$ cat src/hdl/qxm_pkg.sv
package qxm_pkg;

  // field widths
  localparam int FRAC_BITS = 4;
  localparam int IN_W      = 15;
  localparam int CFG_W     = 15;
  localparam int US_W      = 15;
  localparam int DUTY_W    = 16;

  // mixed width, signed, holds T plus three torques
  localparam int W_W   = IN_W + 4;
  // limit in sub-microsecond units, unsigned
  localparam int LIM_W = CFG_W + FRAC_BITS;
  // signed domain for width against limit compares
  localparam int CMP_W = LIM_W + 2;

  // gamma, unsigned with 16 fraction bits
  localparam int GAMMA_FRAC = 16;
  localparam int GAMMA_W    = 32;

  // divider: numerator is limit << GAMMA_FRAC, divisor a positive width
  localparam int NUM_W = LIM_W + GAMMA_FRAC;
  localparam int DEN_W = W_W - 2;

  // scaling
  localparam int MAG_W  = W_W - 1;
  localparam int PROD_W = MAG_W + GAMMA_W;
  localparam int SC_W   = PROD_W - GAMMA_FRAC + 1;
  localparam int CL_W   = (SC_W > LIM_W + 1) ? SC_W : LIM_W + 1;
  localparam int ROUND  = (2 ** FRAC_BITS) / 2;

  // duty = floor(us * 65535 / 20000) as us * DUTY_MUL >> DUTY_SH
  localparam int DUTY_SH = 30;
  localparam logic [31:0] DUTY_MUL =
    32'((64'd65535 * (64'd1 << DUTY_SH) + 64'd19999) / 64'd20000);
  localparam int DPROD_W = US_W + 32;
  localparam logic [DUTY_W-1:0] DUTY_FULL = 16'hFFFF;

  // register map
  localparam int ADDR_W = 3;
  localparam logic REG_MIN = 1'b0;
  localparam logic REG_MAX = 1'b1;
  localparam logic [CFG_W-1:0] RST_MIN = 15'd1000;
  localparam logic [CFG_W-1:0] RST_MAX = 15'd1990;

  typedef logic [W_W-1:0] wid_t;

  typedef struct packed {
    logic [CFG_W-1:0] min_us;
    logic [CFG_W-1:0] max_us;
  } cfg_t;

  typedef struct packed {
    logic           vld;
    logic           sat;
    logic           scl;
    wid_t [3:0]     f;
  } mix_t;

  typedef struct packed {
    logic [LIM_W-1:0] lim;
    logic [DEN_W-1:0] den;
  } div_req_t;

  typedef struct packed {
    logic                   vld;
    logic                   sat;
    logic [3:0][US_W-1:0]   us;
    logic [3:0][DUTY_W-1:0] duty;
  } res_t;

endpackage

$ cat src/hdl/qxm_cfg.sv
module qxm_cfg (
  input  logic                         clk_i,
  input  logic                         rst_ni,
  input  logic                         psel,
  input  logic                         penable,
  input  logic                         pwrite,
  input  logic [qxm_pkg::ADDR_W-1:0]  paddr,
  input  logic [31:0]                  pwdata,
  output logic [31:0]                  prdata,
  output logic                         pready,
  output qxm_pkg::cfg_t                cfg_o
);

  logic [qxm_pkg::CFG_W-1:0] min_q, min_d;
  logic [qxm_pkg::CFG_W-1:0] max_q, max_d;
  logic                      wr;

  assign wr     = psel & penable & pwrite;
  assign pready = 1'b1;

  // register write decode
  always_comb begin
    min_d = min_q;
    max_d = max_q;
    if (wr) begin
      case (paddr[2])
        qxm_pkg::REG_MIN: min_d = pwdata[qxm_pkg::CFG_W-1:0];
        qxm_pkg::REG_MAX: max_d = pwdata[qxm_pkg::CFG_W-1:0];
        default: ;
      endcase
    end
  end

  always_ff @(posedge clk_i or negedge rst_ni) begin
    if (!rst_ni) begin
      min_q <= qxm_pkg::RST_MIN;
      max_q <= qxm_pkg::RST_MAX;
    end else begin
      min_q <= min_d;
      max_q <= max_d;
    end
  end

  // read back
  always_comb begin
    case (paddr[2])
      qxm_pkg::REG_MIN: prdata = 32'(min_q);
      qxm_pkg::REG_MAX: prdata = 32'(max_q);
      default:          prdata = '0;
    endcase
  end

  assign cfg_o.min_us = min_q;
  assign cfg_o.max_us = max_q;

endmodule

$ cat config.mk
export PLATFORM = sky130hd
export DESIGN_NAME = qxm_cfg
export DESIGN_NICKNAME = d
export VERILOG_FILES = /design/src/hdl/qxm_pkg.sv /design/src/hdl/qxm_cfg.sv
export SDC_FILE = /design/constraint.sdc
export NUM_CORES = 1
export LEC_CHECK = 0
export BUFFER_PORTS_ARGS = -buffer_cell sky130_fd_sc_hd__buf_2
export CAP_MARGIN = 20
export CORE_MARGIN = 2
export CORE_UTILIZATION = 40
export DETAILED_ROUTE_END_ITERATION = 8
export PLACE_DENSITY = 0.77
export SETUP_SLACK_MARGIN = 0.15
export SLEW_MARGIN = 20
export SYNTH_ARGS = -nofsm -noshare
export SYNTH_HDL_FRONTEND = slang
export SYNTH_SLANG_ARGS = --single-unit
$ cat constraint.sdc
create_clock -name clk_i -period 1.2 [get_ports clk_i]
set_clock_uncertainty 0.1 [all_clocks]
set_input_delay 0.12 -clock clk_i [delete_from_list [all_inputs] [get_ports clk_i]]
set_output_delay 0.12 -clock clk_i [all_outputs]
set_load 0.01 [all_outputs]
==> results_dict.tcl, run 1 <==
set metrics [dict create \
    dp_hpwl_um 2362 \
    crit_required_ns 0.98 \
    drc 0 \
    track_usage_pct 18.41 \
    status "finished with violations" \
    clock_path_buffers 2 \
    finalPower_mw 4.260 \
    layout_common_cells "buf_6, buf_2, mux2_4" \
    p_comb_share_pct 46.0 \
    synth-seq-cells 30 \
    syn_to_final_growth_pct 71.28 \
    design.portCount 103 \
    postRouteAntennaNets 0 \
    cp_max_fo 3 \
    path_class "reg2out" \
    hold_ws_ns 0.01492 \
    start_util_pct 41.69 \
    post-route-min-period_ns 1.297 \
    fp.dieW_um 66 \
    port_buffers 65 \
    start_kind "flip-flop" \
    worstSkewPairLatency_ns 0.26 \
    grt_max_degree 17 \
    yosys_warnings 0 \
    finalHoldViolations 0 \
    cts-buffers-inserted 5 \
    regToRegStartpoint "min_q[0]$_DFFE_PN0P_" \
    synth_largest_area_cell "dfrtp_1" \
    drive_gt1_share_pct 75.71 \
    sw_frac_of_total_pct 28.32 \
    nNetsFinal 249 \
    gp_congestion 0.7395 \
    rr_worst_depth 4 \
    rrSetupSlack_ns 0.03 \
    setup_viol 22 \
    postSynthAreaPerCell_um2 15.23 \
    whs_endpoint "min_q[1]$_DFFE_PN0P_" \
    min_period_over_period_pct 108.1 \
    netlist.area_leader.share_pct 27.66 \
    peakVddDrop_v 0.0009380 \
    cp-end-kind "output pin" \
    vias 1177 \
    pre_cts_slack_ns 0.009609 \
    failed_checks "negative setup slack" \
    wl_um 4096 \
    antennaDiodeCount 0 \
    die_y_um 66 \
    rsz0062_at_grt "true" \
    cts_tree "built" \
    clkPwrFrac_pct 18.9 \
    synth.distinct_cells 10 \
    netlist_instances 101 \
    finish.utilization_pct 71.40 \
    worstPathCellList "mux2_4 > buf_6" \
    whs_path_depth 2 \
    wl_per_cell_um 15.88 \
    grt_first_pass_wirelength_um 5865 \
    root_buffer "clkbuf_8" \
    h-tree-depth 2 \
    dr.pass1.iters 4 \
    cp.depth 2 \
    clk_pin_slew_ns 0.06 \
    drv_cap 0 \
    hp-class "in2reg" \
    grt-ovfl-total 0 \
    rows 22 \
    layout_commonest_cell "buf_6" \
    vias_per_cell 4.562 \
    ys_seq_area_share_pct 49.88 \
    p_per_area_mw_per_mm2 1618 \
    postLayoutSetupSlackWorst_ns -0.09690 \
    ys_top_cells_by_area "dfrtp_1, mux2_2, dfstp_2, mux2_4, buf_4" \
    leakage_nw 1.336 \
    drt-initial-drc-count 33 \
    grt_antenna_before_repair 0 \
    switchingPower_mw 1.206 \
    slowest_delay_ns 0.40 \
    coreArea_mm2 0.003689 \
    seqPwrFrac_pct 35.1 \
    worstReg2RegEnd "min_q[0]$_DFFE_PN0P_" \
    cp.arrival_ns 1.08 \
    hp-start "pwdata[1]" \
    drv_slew 0 \
    critical-path-slowest-cell "dfrtp_1" \
    critical_path.top_delay_family "flip-flops" \
    cts_sinks 30 \
    grt_pass1_vias 1194 \
    die-area_mm2 0.004356 \
    p_int_mw 3.054 \
    path_buf_inv 1 \
    max_freq_mhz 771.1 \
    synth_area_mm2 0.001538 \
]
## state kept, by name, summed over array words and instances, names as in the netlist
name   flops
min_q     15
max_q     15
## repair_timing
action                                  4_1_cts  5_1_grt
hold buffers                                 10        4
hold endpoints to repair                     40        4
endpoints found under the setup margin       28       45
gates resized for setup                      43       24
buffers inserted                             16        6
cloned                                        0        0
## how the worst max path moves through the flow
stage                            to  slack (ns)                  start
3_5_place_dp             prdata[12]        0.01               paddr[2]
2_1_floorplan  min_q[0]$_DFFE_PN0P_        0.06               paddr[2]
6_report                 prdata[14]        -0.1  min_q[14]$_DFFE_PN0P_
4_1_cts                  prdata[12]       -0.08  min_q[12]$_DFFE_PN0P_
3_3_place_gp             prdata[12]        0.03               paddr[2]
5_1_grt                  prdata[10]       -0.14  min_q[10]$_DFFE_PN0P_
## layer usage
| metal | track usage, % | vias up | part of all wire (%) |
|---|---|---|---|
| met5 | 0 | - | 0 |
| met4 | 7.143 | 0 | 3.0 |
| met3 | 5.451 | 10 | 6.0 |
| met2 | 35.86 | 63 | 57 |
| met1 | 17.90 | 571 | 34 |
| li1 | - | 533 | - |
## cells in the mapped netlist
cell,instances
nand4b_4,1
conb_1,2
buf_2,1
mux2_4,10
nand4_4,1
buf_6,3
dfrtp_1,17
mux2_2,35
dfstp_2,13
buf_4,18
## through the flow
step	area (um2)	cells	setup TNS, ns
after global routing	2634	258	-2.271
final	2634	258	-1.379
after CTS	2439	248	-1.119
after floorplan	1598	117	0
after global placement	1892	214	0
after detailed placement	1892	214	0
## logic make-up (layout without fill, tap and decap cells)
| kind of cell | Yosys count | count (layout) | share of synthesized area [%] |
|---|---|---|---|
| mux | 45 | 45 | 35.39 |
| other cells | 2 | 18 | 0.4884 |
| buf+inv | 22 | 115 | 11.31 |
| simple gates | 2 | 2 | 2.929 |
| flops | 30 | 30 | 49.88 |
## cell type report
class / count / area [um2]
Fill cell: 240 / 1055
Timing Repair Buffer: 107 / 1003
Sequential cell: 30 / 767.0
Multi-Input combinational cell: 65 / 713.2
Clock buffer: 8 / 90.09
Tap cell: 48 / 60.06
## power groups by stage
stage                     registers [mW]  clock network (mW)  logic [mW]
after floorplan                     1.57                   0       0.540
after global placement              1.45                   0        1.06
after detailed placement            1.48                   0        1.07
after CTS                           1.46               0.832        1.68
after global routing                1.53               0.896        2.06
final                               1.49               0.807        1.96
## worst register-to-register path: stages (launching register included)
cell	delay, ns
dfrtp_1	0.39
buf_6	0.12
buf_6	0.10
buf_6	0.10
mux2_4	0.24
Note: power is estimated with default switching activity, not from simulation.
==> run 2: changes to the inputs <==
--- a/config.mk
+++ b/config.mk
@@ -12,6 +12,7 @@
 export DETAILED_ROUTE_END_ITERATION = 8
 export PLACE_DENSITY = 0.77
 export SETUP_SLACK_MARGIN = 0.15
+export SKIP_CTS_REPAIR_TIMING = 1
 export SLEW_MARGIN = 20
 export SYNTH_ARGS = -nofsm -noshare
 export SYNTH_HDL_FRONTEND = slang
==> results_dict.tcl, run 2 (synthesis gave the netlist of run 1 again) <==
set metrics [dict create \
    dr.pass1.iters 4 \
    nNetsFinal 232 \
    cp_max_fo 3 \
    wl_per_cell_um 14.85 \
    h-tree-depth 2 \
    drive_gt1_share_pct 74.09 \
    postRouteAntennaNets 0 \
    layout_common_cells "buf_2, buf_6, mux2_2" \
    grt-ovfl-total 0 \
    highest_layer "met4" \
    worstSkewPairLatency_ns 0.27 \
    die_y_um 66 \
    setup_viol 15 \
    drt-initial-drc-count 33 \
    vias 1084 \
    met1_length_um 1291 \
    reg.largest.list "max_q (15), min_q (15)" \
    worstPathCellList "mux2_2 > buf_6" \
    dp_hpwl_um 2362 \
    wl_met2_um 2083 \
    crit_required_ns 0.98 \
    vias_per_cell 4.498 \
    min_period_over_period_pct 108.8 \
    peakVddDrop_v 0.0008091 \
    design.portCount 103 \
    drc 0 \
    grt_pass1_vias 1008 \
    grt_antenna_before_repair 0 \
    rows 22 \
    coreArea_mm2 0.003689 \
    max_freq_mhz 766.2 \
    finalHoldViolations 0 \
    met3_wirelength_um 185 \
    track_usage_pct 14.48 \
    wl_um 3578 \
    grt_first_pass_wirelength_um 4664 \
    start_util_pct 41.69 \
    root_buffer "clkbuf_8" \
    hp-class "in2reg" \
    cts-buffers-inserted 5 \
    pre_cts_slack_ns 0.009609 \
    fp.dieW_um 66 \
    cp.arrival_ns 1.09 \
    status "finished with violations" \
    drv_cap 0 \
    post-route-min-period_ns 1.305 \
    p_per_area_mw_per_mm2 1609 \
    syn_to_final_growth_pct 53.54 \
    die-area_mm2 0.004356 \
    cp-end-kind "output pin" \
    rsz0062_at_grt "true" \
    drv_slew 0 \
    layout_commonest_cell "buf_2" \
    antennaDiodeCount 0 \
    cts_tree "built" \
    clk_pin_slew_ns 0.06 \
    grt_max_degree 17 \
    path_class "reg2out" \
    gp_congestion 0.7395 \
    postLayoutSetupSlackWorst_ns -0.1051 \
    cts_sinks 30 \
    finalPower_mw 3.800 \
    port_buffers 65 \
    finish.utilization_pct 64.01 \
    start_kind "flip-flop" \
    failed_checks "negative setup slack" \
    leakage_nw 1.192 \
    slowest_delay_ns 0.40 \
    clock_path_buffers 2 \
    critical-path-slowest-cell "dfrtp_1" \
]
==> run 2: report_power, final <==
group          switching [mW]  total [mW]  internal (mW)
Combinational           0.567        1.51          0.946
Clock                   0.327       0.794          0.466
Sequential              0.181        1.49           1.31
==> run 2: per-layer routing <==
metal  global-route usage, %  up-vias
met5                       0        -
met3                   5.622        2
met1                   15.89      536
li1                        -      498
met2                   26.14       48
met4                   3.571        0
==> run 2: per-stage QoR <==
stage / cell area [um2] / setup TNS (ns) / instances / hold WS [ns]
floorplan: 1598 / 0 / 117 / -0.2756
global placement: 1892 / 0 / 214 / -0.06298
detailed placement: 1892 / 0 / 214 / -0.04948
CTS: 1982 / -1.309 / 222 / -0.3413
global route: 2361 / -1.808 / 241 / 0.00004977
finish: 2361 / -1.164 / 241 / 0.004416
==> run 2: critical path, delay by kind of cell, from the launching register on <==
kind	cells	cell delay, ns
flip-flops	1	0.40
multiplexers	1	0.30
buffers and inverters	1	0.13
==> run 2: area by class of cell <==
cell class	count	area, um2
timing repair buffer	90	753.2
fill	287	1328
tap	48	60.06
sequential	30	767.0
clock buffer	8	90.09
multi-input combinational	65	690.7
==> run 2: path summary, 6_finish.rpt <==
kind                                       start                    end  slack (ns)  cells after the start
max in group asynchronous                 rst_ni   min_q[5]$_DFFE_PN1P_        0.30                      3
hold / removal                        pwdata[11]  max_q[11]$_DFFE_PN0P_       0.004                      2
setup / recovery           max_q[14]$_DFFE_PN0P_             prdata[14]       -0.11                      2
min in group asynchronous                 rst_ni  min_q[14]$_DFFE_PN0P_        0.21                      2
setup reg to reg            min_q[4]$_DFFE_PN0P_   min_q[4]$_DFFE_PN0P_        0.08                      3
hold reg to reg             max_q[0]$_DFFE_PN0P_   max_q[0]$_DFFE_PN0P_        0.43                      1
