<file path="src/hdl/qxm_pkg.sv">
package qxm_pkg;

  // field widths
  localparam int FRAC_BITS = 4;
  localparam int IN_W      = 15;
  localparam int CFG_W     = 15;
  localparam int US_W      = 15;
  localparam int DUTY_W    = 16;

  // mixed width, signed, holds T plus three torques
  localparam int W_W   = IN_W + 4;
  // limit in sub-microsecond units, unsigned
  localparam int LIM_W = CFG_W + FRAC_BITS;
  // signed domain for width against limit compares
  localparam int CMP_W = LIM_W + 2;

  // gamma, unsigned with 16 fraction bits
  localparam int GAMMA_FRAC = 16;
  localparam int GAMMA_W    = 32;

  // divider: numerator is limit << GAMMA_FRAC, divisor a positive width
  localparam int NUM_W = LIM_W + GAMMA_FRAC;
  localparam int DEN_W = W_W - 2;

  // scaling
  localparam int MAG_W  = W_W - 1;
  localparam int PROD_W = MAG_W + GAMMA_W;
  localparam int SC_W   = PROD_W - GAMMA_FRAC + 1;
  localparam int CL_W   = (SC_W > LIM_W + 1) ? SC_W : LIM_W + 1;
  localparam int ROUND  = (2 ** FRAC_BITS) / 2;

  // duty = floor(us * 65535 / 20000) as us * DUTY_MUL >> DUTY_SH
  localparam int DUTY_SH = 30;
  localparam logic [31:0] DUTY_MUL =
    32'((64'd65535 * (64'd1 << DUTY_SH) + 64'd19999) / 64'd20000);
  localparam int DPROD_W = US_W + 32;
  localparam logic [DUTY_W-1:0] DUTY_FULL = 16'hFFFF;

  // register map
  localparam int ADDR_W = 3;
  localparam logic REG_MIN = 1'b0;
  localparam logic REG_MAX = 1'b1;
  localparam logic [CFG_W-1:0] RST_MIN = 15'd1000;
  localparam logic [CFG_W-1:0] RST_MAX = 15'd1990;

  typedef logic [W_W-1:0] wid_t;

  typedef struct packed {
    logic [CFG_W-1:0] min_us;
    logic [CFG_W-1:0] max_us;
  } cfg_t;

  typedef struct packed {
    logic           vld;
    logic           sat;
    logic           scl;
    wid_t [3:0]     f;
  } mix_t;

  typedef struct packed {
    logic [LIM_W-1:0] lim;
    logic [DEN_W-1:0] den;
  } div_req_t;

  typedef struct packed {
    logic                   vld;
    logic                   sat;
    logic [3:0][US_W-1:0]   us;
    logic [3:0][DUTY_W-1:0] duty;
  } res_t;

endpackage

</file>
<file path="src/hdl/qxm_mix.sv">
module qxm_mix (
  input  logic                             clk_i,
  input  logic                             rst_ni,
  input  logic                             adv_i,
  input  logic                             in_vld_i,
  input  logic        [qxm_pkg::IN_W-1:0] throttle_i,
  input  logic signed [qxm_pkg::IN_W-1:0] roll_i,
  input  logic signed [qxm_pkg::IN_W-1:0] pitch_i,
  input  logic signed [qxm_pkg::IN_W-1:0] yaw_i,
  input  qxm_pkg::cfg_t                    cfg_i,
  output qxm_pkg::mix_t                    mix_o,
  output qxm_pkg::div_req_t                req_o
);

  localparam int CW = qxm_pkg::CMP_W;

  logic signed [CW-1:0] lo, hi;

  // stage A: mixed widths
  logic                 va_q;
  qxm_pkg::wid_t        fa_q [4];
  qxm_pkg::wid_t        fa_d [4];
  // stage B: violations
  logic                 vb_q;
  logic                 satb_q, satb_d;
  qxm_pkg::wid_t        fb_q [4];
  logic [CW-1:0]        vio_q [4];
  logic [CW-1:0]        vio_d [4];
  // stage C: worst motor, gamma operands
  logic                 vc_q;
  qxm_pkg::mix_t        mc_q, mc_d;
  qxm_pkg::div_req_t    rc_q, rc_d;

  assign lo = $signed(CW'(cfg_i.min_us) << qxm_pkg::FRAC_BITS);
  assign hi = $signed(CW'(cfg_i.max_us) << qxm_pkg::FRAC_BITS);

  // quad-X sign matrix
  always_comb begin
    logic signed [qxm_pkg::W_W-1:0] t, r, p, y;
    t = qxm_pkg::W_W'(throttle_i);
    r = qxm_pkg::W_W'(roll_i);
    p = qxm_pkg::W_W'(pitch_i);
    y = qxm_pkg::W_W'(yaw_i);
    fa_d[0] = t - r - p - y;
    fa_d[1] = t - r + p + y;
    fa_d[2] = t + r + p - y;
    fa_d[3] = t + r - p + y;
  end

  // distance outside the window, upper limit tested first
  always_comb begin
    logic signed [CW-1:0] fx;
    satb_d = 1'b0;
    for (int i = 0; i < 4; i++) begin
      fx = CW'($signed(fa_q[i]));
      if (fx > hi)      vio_d[i] = fx - hi;
      else if (fx < lo) vio_d[i] = lo - fx;
      else              vio_d[i] = '0;
      if (fx > hi || fx < lo) satb_d = 1'b1;
    end
  end

  // largest violation, first motor wins a tie
  always_comb begin
    logic [CW-1:0]        worst;
    logic [1:0]           j;
    logic signed [CW-1:0] fj;
    worst = '0;
    j     = '0;
    for (int i = 0; i < 4; i++) begin
      if (vio_q[i] > worst) begin
        worst = vio_q[i];
        j     = 2'(i);
      end
    end
    fj = CW'($signed(fb_q[j]));
    mc_d.vld = vb_q;
    mc_d.sat = satb_q;
    mc_d.scl = satb_q && (fj > 0);
    for (int i = 0; i < 4; i++) mc_d.f[i] = fb_q[i];
    rc_d.lim = (fj > hi) ? qxm_pkg::LIM_W'(hi) : qxm_pkg::LIM_W'(lo);
    rc_d.den = qxm_pkg::DEN_W'(fb_q[j]);
  end

  // valid bits
  always_ff @(posedge clk_i or negedge rst_ni) begin
    if (!rst_ni) begin
      va_q <= 1'b0;
      vb_q <= 1'b0;
      vc_q <= 1'b0;
    end else if (adv_i) begin
      va_q <= in_vld_i;
      vb_q <= va_q;
      vc_q <= vb_q;
    end
  end

  // payload
  always_ff @(posedge clk_i) begin
    if (adv_i) begin
      fa_q   <= fa_d;
      fb_q   <= fa_q;
      vio_q  <= vio_d;
      satb_q <= satb_d;
      mc_q   <= mc_d;
      rc_q   <= rc_d;
    end
  end

  always_comb begin
    mix_o     = mc_q;
    mix_o.vld = vc_q;
  end
  assign req_o = rc_q;

endmodule

</file>
<file path="config.mk">
export PLATFORM = sky130hd
export DESIGN_NAME = qxm_mix
export DESIGN_NICKNAME = d
export VERILOG_FILES = /design/src/hdl/qxm_pkg.sv /design/src/hdl/qxm_mix.sv
export SDC_FILE = /design/constraint.sdc
export NUM_CORES = 1
export LEC_CHECK = 0
export ABC_AREA = 1
export BUFFER_PORTS_ARGS = -buffer_cell sky130_fd_sc_hd__buf_4
export CAP_MARGIN = 15
export CORE_MARGIN = 10
export CORE_UTILIZATION = 43
export CTS_CLUSTER_SIZE = 25
export DETAILED_ROUTE_END_ITERATION = 10
export GPL_ROUTABILITY_DRIVEN = 0
export PLACE_DENSITY = 0.68
export SYNTH_ARGS = -nofsm -noshare
export SYNTH_HDL_FRONTEND = slang
export SYNTH_SLANG_ARGS = --single-unit
</file>
<file path="constraint.sdc">
create_clock -name clk_i -period 6.62 [get_ports clk_i]
set_input_delay 1.324 -clock clk_i [delete_from_list [all_inputs] [get_ports clk_i]]
set_output_delay 1.324 -clock clk_i [all_outputs]
set_load 0.02 [all_outputs]
</file>
==> summary.md, run 1 <==
| Metric | Value |
|---|---|
| Final hold violations | 0 |
| DRT Pass-1 Iters | 6 |
| Req. time, crit path | 6.96 ns |
| Post-Syn Area per Cell | 9.117 um2 |
| Top FF cell, synth | edfxtp_1 |
| Largest net degree at the start of global routing | 160 |
| Placed wire-length estimate | 68,540 um |
| Clock root cell | clkbuf_16 |
| Clock Latency Late Sink | 0.59 ns |
| Min-delay worst type | reg -> reg |
| Final Skew | 0.03534 ns |
| Tot GR Track Use | 23.11% |
| Antenna Nets Post-Route | 0 |
| Hold path start | fb_q[44] |
| Die ar. | 71,990 um2 |
| Sequential share of the synthesized area | 38.57% |
| Hold EP | mix_o[25] |
| Fin crit period | 6.783 ns |
| Vias | 21,947 |
| Count of filler cells inserted in the layout | 5,461 |
| Worst slew margin | 37.57% |
| Vias/cell | 5.487 |
| WS Path Type | reg -> reg |
| Core area | 60,700 um2 |
| FF-to-FF Start | vio_q[50] |
| Critical-path top delay cell | edfxtp_1 |
| Setup-failing EPs final | 15 |
| Async set-reset flop share out of synthesis | 0.8798% |
| Worst Setup End Kind | flip-flop |
| Share of cells above drive strength 1 | 15.48% |
| Antenna diodes | 0 |
| Die width | 268.3 um |
| Final wirelength | 86,830 um |
| Worst slew pin tran | 0.9364 ns |
| IO Pins | 209 |
| Period utilization | 102.5% |
| Cell count after synthesis | 2,908 |
| Crit-path max cell delay | 0.43 ns |
| First-pass GRT wire length | 124,700 um |
| Wire per inst | 21.71 um |
| R2R depth | 45 |
| CTS tree | done |
| Failing checks | negative setup slack |
| CP Max Fanout | 8 |
| RSZ-0062 raised after global routing | true |
| Total global routing overflow | 0 |
| IO Port Bufs | 204 |
| Flop2flop setup slack | -0.16 ns |
| Worst Hold Depth | 0 |
| Ys Warns | 0 |
| Final slew viol count | 0 |
| Initial Util | 43.68% |
| Worst setup margin | -0.1628 ns |
| Row Count | 90 |
| Max Freq | 0.1474 GHz |
| Status | finished with violations |
| DRC | 0 |
| Post-Syn Area | 26,510 um2 |
| R2R Path End | req_o[35] |
| Antenna violations before repair | 3 |
| Worst slack, placed | -0.1889 ns |
| Most used cell, CP | nand2_1 |
| Vias in the first global route | 21,113 |
| Cts bufs inserted | 39 |
| Clock Sinks | 341 |
| DRC violation total after the first TritonRoute iteration | 2,259 |
| Layout area overhead | 19.10% |
| Synthesized flop and latch total | 341 |
| Post-synth EDFFs | 338 |
| Nets | 3,672 |
| Die extent in y | 268.3 um |
| CTS max path bufs | 3 |
| Clock transition at the registers of the reported paths | 0.06 ns |
| Yosys cell types | 58 |
| Max H-tree Level | 2 |
| Startpoint types | flip-flop |
| Max Cap Viol | 0 |
| Arr. time, crit path | 7.12 ns |
==> cell usage after synthesis (all sizes together) (11+ instances only) <==
cell type  count  share of area [%]
inv          451                6.4
fa            75                5.7
edfxtp       338                 38
o22ai         57                1.3
a21boi        23               0.65
xor2         112                3.7
o21ai        177                3.5
nor3          41               0.81
a21oi        253                4.8
nand2        581                8.7
ha           315                 15
clkbuf        21               0.30
nor2         119                1.8
nand3        113                2.2
a31oi         11               0.26
nand4         30               0.73
buf           25               0.69
xnor2         88                2.9
==> cells by family (layout without fill, tap and decap cells) <==
group | count (synthesis) | in the layout | share of synthesized area [%]
DFF | 341 | 341 | 38.57
xor gates and xnor gates | 200 | 200 | 6.607
AOI/OAI and AO/OA | 574 | 574 | 12.13
buffers and inverters | 497 | 796 | 7.390
and+or+nand+nor | 904 | 912 | 14.72
adders and majority gates | 390 | 390 | 20.53
other | 1 | 4 | 0.01414
muxes | 1 | 1 | 0.04247
==> worst max-delay path: cells and delay by family, from the launching register on <==
kind,cells,cell delay (ns)
flip-flops,1,0.43
AO/OA/AOI/OAI,8,0.93
AND/OR/NAND/NOR,24,2.67
adder cells (fa/ha/maj),4,1.21
buffers and inverters,9,1.26
==> worst max-delay path by stage <==
stage | to | slack, ns | startpoint
floorplan | req_o[29] | 0.33 | vio_q[46]
detailed placement | req_o[22] | -0.19 | vio_q[62]
global placement | req_o[24] | -0.05 | vio_q[62]
CTS | req_o[22] | 0.02 | vio_q[62]
global route | req_o[35] | -0.50 | vio_q[50]
finish | req_o[35] | -0.16 | vio_q[50]
==> flip-flops by register name (all words and copies together) (netlist names) <==
name    count
fb_q       73
vb_q        1
req_o      32
vio_q      84
satb_q      1
vc_q        1
mix_o      75
va_q        1
fa_q       73
==> through the flow <==
stage / instances / area, um2 / utilization (%) / setup TNS (ns) / hold slack (ns)
6_report: 4000 / 31580 / 52.02 / -1.732 / 0.4522
2_1_floorplan: 2911 / 26520 / - / 0 / 0.4264
5_1_grt: 4000 / 31580 / 52.02 / -6.860 / 0.4522
4_1_cts: 3970 / 30520 / 50.28 / 0 / 0.4447
3_5_place_dp: 3894 / 29150 / 48.03 / -1.947 / 0.4401
3_3_place_gp: 3894 / 29150 / 48.03 / -0.3657 / 0.4326
==> layout by cell type, fill, tap and decap left out, types with 7 or more instances in the layout <==
cell type | netlist | layout
a21boi_0 | 12 | 12
a21boi_1 | 11 | 11
a21oi_1 | 252 | 246
a21oi_2 | 1 | 7
a31oi_1 | 11 | 11
buf_12 | 1 | 7
buf_4 | 11 | 256
clkbuf_1 | 21 | 10
clkbuf_16 | 0 | 44
edfxtp_1 | 338 | 338
fa_1 | 75 | 75
ha_1 | 315 | 298
ha_4 | 0 | 17
inv_1 | 435 | 434
inv_2 | 14 | 14
nand2_1 | 563 | 530
nand2_2 | 7 | 33
nand2_4 | 9 | 15
nand2_8 | 2 | 11
nand3_1 | 108 | 101
nand3_2 | 5 | 9
nand4_1 | 29 | 29
nor2_1 | 113 | 106
nor2_2 | 3 | 8
nor3_1 | 39 | 37
o21ai_0 | 135 | 103
o21ai_1 | 30 | 41
o21ai_2 | 12 | 24
o21ai_4 | 0 | 9
o21bai_1 | 9 | 9
o22ai_1 | 57 | 57
o31ai_1 | 9 | 8
xnor2_1 | 88 | 88
xor2_1 | 112 | 112
==> layer usage <==
layer  global-route usage (%)  up-vias  part of all wire, %
met4                    10.47        2                  5.0
li1                         -    10464                    -
met5                        0        -                0.015
met2                    37.11      975                   45
met3                    4.232      192                  9.1
met1                    29.98    10314                   41
==> timing repair <==
| item | CTS | global route |
|---|---|---|
| cloned | 2 | 12 |
| hold buffers | 0 | 0 |
| hold endpoints to repair | 0 | 0 |
| buffers inserted | 3 | 20 |
| setup endpoints to repair | 14 | 15 |
| resized for setup | 16 | 159 |
| pin swaps | 3 | 48 |
==> layout make-up <==
cell class | instances | area (um2) | share of cell area (%)
flip-flops and latches | 341 | 10220 | 32.38
clock inverters | 21 | 257.7 | 0.8163
inverters | 451 | 1703 | 5.393
clock buffers | 50 | 1039 | 3.289
repair buffers | 274 | 2248 | 7.121
multi-input cells | 2081 | 15130 | 47.90
well taps | 782 | 978.4 | 3.099
Power of run 1 is not shown: default switching activity piles up to over one toggle a cycle in this logic, so the estimate is an artifact.
==> run 2: changes to the inputs <==
Settings changed: SKIP_CTS_REPAIR_TIMING from default to 1.
==> run 2 against run 1 <==
Net effect:
- the flow still finishes with violations (negative setup slack)
- flip-flop and latch count stayed put
- global-route usage decreased by 0.10 points
- core utilization rose by 1.5 points
- clock-buffer cell count stayed put
- wire length is 2.3% higher
- cell count is 0.48% higher
- die area unchanged
- setup slack lost 0.084 ns
- critical path depth unchanged
- via count rose by 1.9%
- clock skew up 0.0014 ns
- fmax decreased by 1.2%
==> summary.md, run 2 (synthesis gave the netlist of run 1 again) <==
| Metric | Value |
|---|---|
| Met2 WL | 40,030 um (+1.8%) |
| Worst slew pin tran | 0.9074 ns (-0.02903 ns) |
| IO Pins | 209 (unchanged) |
| Nets | 3,689 (+0.46%) |
| Max H-tree Level | 2 (unchanged) |
| Clock Latency Late Sink | 0.59 ns (about the same) |
| Top layer in use | met5 |
| WS Path Type | reg -> reg |
| DRT Pass-1 Iters | 6 (unchanged) |
| Critical-path top delay cell | edfxtp_1 |
| Largest register by flop count | vio_q |
| RSZ-0062 raised after global routing | true |
| First-pass GRT wire length | 124,100 um (-0.47%) |
| Clock transition at the registers of the reported paths | 0.06 ns (about the same) |
| Design Area, Final | 32,510 um2 (+3.0%) |
| Setup-failing EPs final | 15 (unchanged) |
| Share of cells above drive strength 1 | 19.23% (+3.8 points) |
| Cell Area, Placed | 29,150 um2 (unchanged) |
| Vias/cell | 5.565 (+1.4%) |
| Final hold violations | 0 (unchanged) |
| Worst Setup End Kind | flip-flop |
| Total global routing overflow | 0 (unchanged) |
| Fin crit period | 6.867 ns (+0.08396 ns) |
| Req. time, crit path | 6.92 ns (-0.04 ns) |
| Row Count | 90 (unchanged) |
| Min-delay worst type | reg -> reg |
| Clock root cell | clkbuf_16 |
| Antenna Nets Post-Route | 0 (unchanged) |
| Tot GR Track Use | 23.01% (-0.10 points) |
| DRC violation total after the first TritonRoute iteration | 2,314 (+2.4%) |
| Met3 wire len | 8417 um (+7.1%) |
| Largest net degree at the start of global routing | 160 (unchanged) |
| Clock Sinks | 341 (unchanged) |
| Startpoint types | flip-flop |
| Commonest non-fill, non-tap cell in the layout | nand2_1 |
| Register area | 10,220 um2 (unchanged) |
| Placed cell count | 3,894 (unchanged) |
| Layout area overhead | 22.62% |
| Status | finished with violations |
| Final non-filler cell total | 4,019 (+0.48%) |
| Worst slew margin | 39.51% (+1.9 points) |
| Antenna violations before repair | 3 (unchanged) |
| Vias in the first global route | 21,021 (-0.44%) |
| IO Port Bufs | 204 (unchanged) |
| Final Skew | 0.03677 ns (+0.001426 ns) |
| CTS tree | done |
| WL met1 | 35,390 um (+0.15%) |
| Initial Util | 43.68% (unchanged) |
| Max reg flops | 84 (unchanged) |
| CP Max Fanout | 8 (unchanged) |
| Die ar. | 71,990 um2 (unchanged) |
| CTS max path bufs | 3 (unchanged) |
| Crit-path max cell delay | 0.48 ns (+0.05 ns) |
| Arr. time, crit path | 7.17 ns (+0.05 ns) |
| Period utilization | 103.7% (+1.3 points) |
| Max Cap Viol | 0 (unchanged) |
| Wire per inst | 22.10 um (+1.8%) |
| Most used cell, CP | nand2_1 |
| Final slew viol count | 0 (unchanged) |
| Fin util | 53.56% (+1.5 points) |
| Max Freq | 0.1456 GHz (-1.2%) |
| Count of filler cells inserted in the layout | 5,296 (-3.0%) |
| Vias | 22,366 (+1.9%) |
| Cts bufs inserted | 39 (unchanged) |
| Commonest cells after routing, fill and taps aside | nand2_1, inv_1, edfxtp_1 |
| Final wirelength | 88,820 um (+2.3%) |
| Core area | 60,700 um2 (unchanged) |
| Worst setup margin | -0.2468 ns (-0.08396 ns) |
| Area occupied by multi-input gates | 15,900 um2 (+5.1%) |
| Failing checks | negative setup slack |
| Placed wire-length estimate | 68,540 um (unchanged) |
| Die width | 268.3 um (unchanged) |
| Die extent in y | 268.3 um (unchanged) |
| DRC | 0 (unchanged) |
[run 2: cell types whose count changed in the layout (fill, tap and decap cells not counted), sizes merged]
cell | before | now
buf | 270 | 284
clkbuf | 54 | 56
diode | 0 | 2
nand3 | 113 | 114
[run 2: metrics by stage]
step	TNS [ns]	setup WS (ns)	hold WS, ns
global placement	-0.3657	-0.05384	0.4326
floorplan	0	0.3316	0.4264
CTS	-2.403	-0.2206	0.4447
detailed placement	-1.947	-0.1889	0.4401
finish	-2.981	-0.2468	0.4480
global route	-7.767	-0.5561	0.4520
[run 2: cell type report]
type	count	share of cell area, %
clock inverters	21	0.7928
multi-input cells	2082	48.90
inverters	451	5.230
repair buffers	290	7.412
clock buffers	50	3.194
diodes	2	0.01539
well taps	782	3.010
flip-flops and latches	341	31.45
[run 2: worst max-delay path, delay by kind of cell (launching register included)]
| family | cells | cell delay (ns) |
|---|---|---|
| compound gates | 8 | 0.90 |
| fa+ha+maj | 4 | 1.20 |
| buf+inv | 6 | 0.97 |
| flops | 1 | 0.48 |
| simple gates | 27 | 3.02 |
[run 2: layer usage]
| metal | track usage, % | vias to the layer above |
|---|---|---|
| met1 | 29.87 | 10568 |
| met2 | 37.03 | 1053 |
| met3 | 4.159 | 244 |
| met5 | 0 | - |
| met4 | 10.27 | 4 |
| li1 | - | 10497 |
[run 2: path summary, 6_finish.rpt]
path / startpoint / endpoint / slack (ns) / depth (start not counted)
min in group asynchronous: rst_ni / vc_q / 0.54 / 1
worst min register to register: fb_q[2] / mix_o[59] / 0.45 / 0
max in group asynchronous: rst_ni / va_q / 5.99 / 1
worst max-delay path: vio_q[60] / req_o[25] / -0.25 / 45
worst max register to register: vio_q[60] / req_o[25] / -0.25 / 45
worst min-delay path: fb_q[2] / mix_o[59] / 0.45 / 0
Power of run 2 is left out for the same reason.
